===== config.mk =====
export PLATFORM = sky130hd
export DESIGN_NAME = mcp_ram
export DESIGN_NICKNAME = d
export VERILOG_FILES = /design/src/hw/rtl/mcp_ram.sv
export SDC_FILE = /design/constraint.sdc
export NUM_CORES = 1
export LEC_CHECK = 0
export ABC_AREA = 1
export BUFFER_PORTS_ARGS = -buffer_cell sky130_fd_sc_hd__buf_2
export CAP_MARGIN = 25
export CORE_ASPECT_RATIO = 1.2
export CORE_MARGIN = 1.5
export CORE_UTILIZATION = 51
export CTS_CLUSTER_DIAMETER = 200
export DETAILED_ROUTE_END_ITERATION = 6
export GPL_TIMING_DRIVEN = 0
export HOLD_SLACK_MARGIN = 0.06
export MAX_ROUTING_LAYER = met4
export PLACE_DENSITY = 0.67
export SLEW_MARGIN = 20
export SYNTH_ARGS = -nofsm -noshare
export SYNTH_HDL_FRONTEND = slang
export SYNTH_SLANG_ARGS = --single-unit

===== constraint.sdc =====
create_clock -name clk -period 1.8 [get_ports clk]
set_input_delay 0.09 -clock clk [delete_from_list [all_inputs] [get_ports clk]]
set_output_delay 0.09 -clock clk [all_outputs]
set_load 0.05 [all_outputs]

===== src/hw/rtl/mcp_ram.sv =====
// Generic simple dual-port RAM with one write port and a registered read.
// No dependencies.
module mcp_ram #(
  parameter int WIDTH = 8,
  parameter int DEPTH = 32,
  localparam int AW = (DEPTH > 1) ? $clog2(DEPTH) : 1
) (
  input  logic             clk,
  input  logic             wr_en,
  input  logic [AW-1:0]    wr_addr,
  input  logic [WIDTH-1:0] wr_data,
  input  logic [AW-1:0]    rd_addr,
  output logic [WIDTH-1:0] rd_data
);

  logic [WIDTH-1:0] mem [DEPTH];

  always_ff @(posedge clk) begin
    if (wr_en) begin
      mem[wr_addr] <= wr_data;
    end
    rd_data <= mem[rd_addr];
  end

endmodule


==> metrics.yaml <==
timing:
  setup_viol: 0
  finalCriticalPeriod_ps: 1290
  whs_ps: 162
  relSlewSlack: 0.392
  rsz0062_at_grt: "false"
  fmax_mhz: 773
  hold_viol: 0
  skew_ps: 10.0
  layout_worst_path_cycle_share: 0.719
  slew_viol_final: 0
  tightest_slew_ps: 909
cts:
  cts_buffers: 27
  clk_pin_slew_ps: 60
  clk_latency_ps: 530
  cts.path.max_buffers: 3
  cts_tree: "built"
  h-tree-depth: 1
  postCtsSetupBuffers: 0
  clkSinkCount: 264
  root_buffer: "clkbuf_16"
placed_design:
  hpwl_mm: 17.2
  gp_congestion: 0.943
  io_buffer_count: 24
pwr:
  swShare: 0.216
  clkPwrFrac: 0.434
  vdd_drop_max_mv: 0.787
  internal_power_uw: 10800
  cellPowerDensity_nw_per_um2: 1130
  power_frac_seq: 0.496
  leakage_uw: 0.00457
  power_uw: 13800
  comb_power_share: 0.069
  p_sw_uw: 2990
detailed_routing:
  routed_via_density: 5.52
  wirelength_mm: 26.3
  vias: 6983
  ant_nets: 0
  wl_per_cell_um: 20.8
  dr.pass1.iters: 5
  drc: 0
  dr.first_iter.drc_count: 918
grt:
  grt_max_degree: 33
  grt_antenna_before_repair: 0
  grt_pass1_wl_mm: 39.5
  overflow: 0
  first_global_vias: 6742
  gr-usage-all-layers: 0.254
  grtUsageMet2: 0.416
  grt_use_met3: 0.0262
  grtUsageMet1: 0.343
  busiest_layer: "met2"
critical_path:
  cpPeakStageDelay_ps: 510
  worst_setup_path_start_kind: "input pin"
  crit_path_end_kind: "flop"
  critical_path_class: "input pin to flop"
  cp.required_ps: 2200
  path_cells: "buf_2, inv_2, clkbuf_1, nand3_1, nand3_1, nand2_1, nand2_1, nand2_1, nand2_1, nand2_1"
  worst-path-max-fanout: 10
  cp_slowest_cell: "clkbuf_1"
  crit_arrival_ps: 1690
  crit_path_frequent_cell: "nand2_1"
synthesis:
  syn_area_per_cell_um2: 11.7
  synth_fp_nets: 942
  netlist_top_cells_area: "edfxtp_1 71%, nand2_1 13%, nand3_1 9.5%"
  yosysUniqueCellTypes: 12
  yosys_warnings: 0
  synth_cells: 922
  yosys.area.top_type_share: 0.713
  ys_ff_latch: 264
  synth_top_area_cell: "edfxtp_1"
  ys_seq_area_frac: 0.728
  synth_area_um2: 10800
die:
  ios: 28
  die_h_um: 162
  rows: 58
  initial_utilization: 0.518
  dieArea_um2: 22000
  fp.dieW_um: 136
  coreArea_um2: 20800
hold_path:
  hold_class: "input pin to flop"
finish:
  num_antenna_cells: 0
  drive_gt1_frac: 0.108
  syn2layout_area_growth_pct: 13.2
  final_nets: 997
job:
  max_cap_violations: 0
outcome:
  outcome: "finished, final reports clean"
[cells in the final DEF, fill, tap and decap left out, drive strengths merged]
cell type | synthesis | layout
clkinv | 0 | 9
inv | 10 | 10
nand3 | 204 | 204
nor2 | 32 | 32
dlygate4sd3 | 0 | 2
clkbuf | 7 | 37
edfxtp | 256 | 256
dfxtp | 8 | 8
clkinvlp | 0 | 1
buf | 45 | 69
nand2 | 360 | 360
bufinv | 0 | 7
[per-stage QoR]
step | TNS [ps] | instances | utilization | setup WS, ps | cell area, um^2
2_1_floorplan | 0 | 922 | - | 676 | 10800
3_3_place_gp | 0 | 1216 | 0.540 | 25.6 | 11200
3_5_place_dp | -263 | 1216 | 0.540 | -31.4 | 11200
4_1_cts | 0 | 1265 | 0.586 | 514 | 12200
5_1_grt | 0 | 1265 | 0.586 | 429 | 12200
6_report | 0 | 1265 | 0.586 | 506 | 12200
[power by group through the flow]
stage / logic, uW / registers [uW] / clock network [uW]
final: 958 / 6850 / 5990
after global routing: 1040 / 6860 / 6280
after CTS: 952 / 6850 / 6030
after detailed placement: 946 / 6980 / 0
after global placement: 931 / 6980 / 0
after floorplan: 492 / 7060 / 0
[worst paths after layout]
| kind | start | to | slack (ps) | depth (start not counted) |
|---|---|---|---|---|
| worst min register to register | mem[0][6] | rd_data[6] | 800 | 8 |
| worst max-delay path | rd_addr[1] | rd_data[2] | 510 | 10 |
| worst min-delay path | wr_data[0] | mem[21][0] | 160 | 1 |
| worst max register to register | mem[5][2] | rd_data[2] | 570 | 8 |
[layer usage]
layer	vias to the layer above	routed length [um]
li1	3313	-
met3	47	1970
met2	302	12900
met1	3321	10800
met5	-	0
met4	0	586
[final cells by class]
class / count / area, um^2
plain buffers: 52 / 409
clock buffers: 30 / 687
clock inverters: 17 / 259
fillers: 1652 / 8620
inverters: 10 / 37.5
multi-input cells: 596 / 2490
flip-flops and latches: 264 / 7850
well taps: 270 / 338
repair buffers: 26 / 140
[synthesized netlist by cell type]
| cell | n |
|---|---|
| buf_4 | 4 |
| nand2_1 | 360 |
| nor2_1 | 32 |
| inv_2 | 2 |
| buf_6 | 24 |
| buf_2 | 15 |
| edfxtp_1 | 256 |
| dfxtp_1 | 8 |
| clkbuf_1 | 7 |
| nand3_1 | 204 |
| buf_1 | 2 |
| inv_1 | 8 |
[flip-flops by register name (all words and copies together) (netlist names)]
| name | flops |
|---|---|
| mem | 256 |
| rd_data | 8 |
[worst max-delay path: cells and delay by family]
family	cells	cell delay, ps
and+or+nand+nor	7	760
buffers and inverters	3	830
[timing repair]
action,in CTS,in global routing
hold endpoints to repair,8,0
hold buffers,2,0
setup endpoints to repair,0,0
resized for setup,0,0
[kinds of logic (layout without fill, tap and decap cells)]
group / after synthesis / count (layout) / synth area share
flip-flops: 264 / 264 / 0.728
AND/OR/NAND/NOR: 596 / 596 / 0.231
buffers and inverters: 62 / 135 / 0.0414
Power figures use the tool's default switching activity.
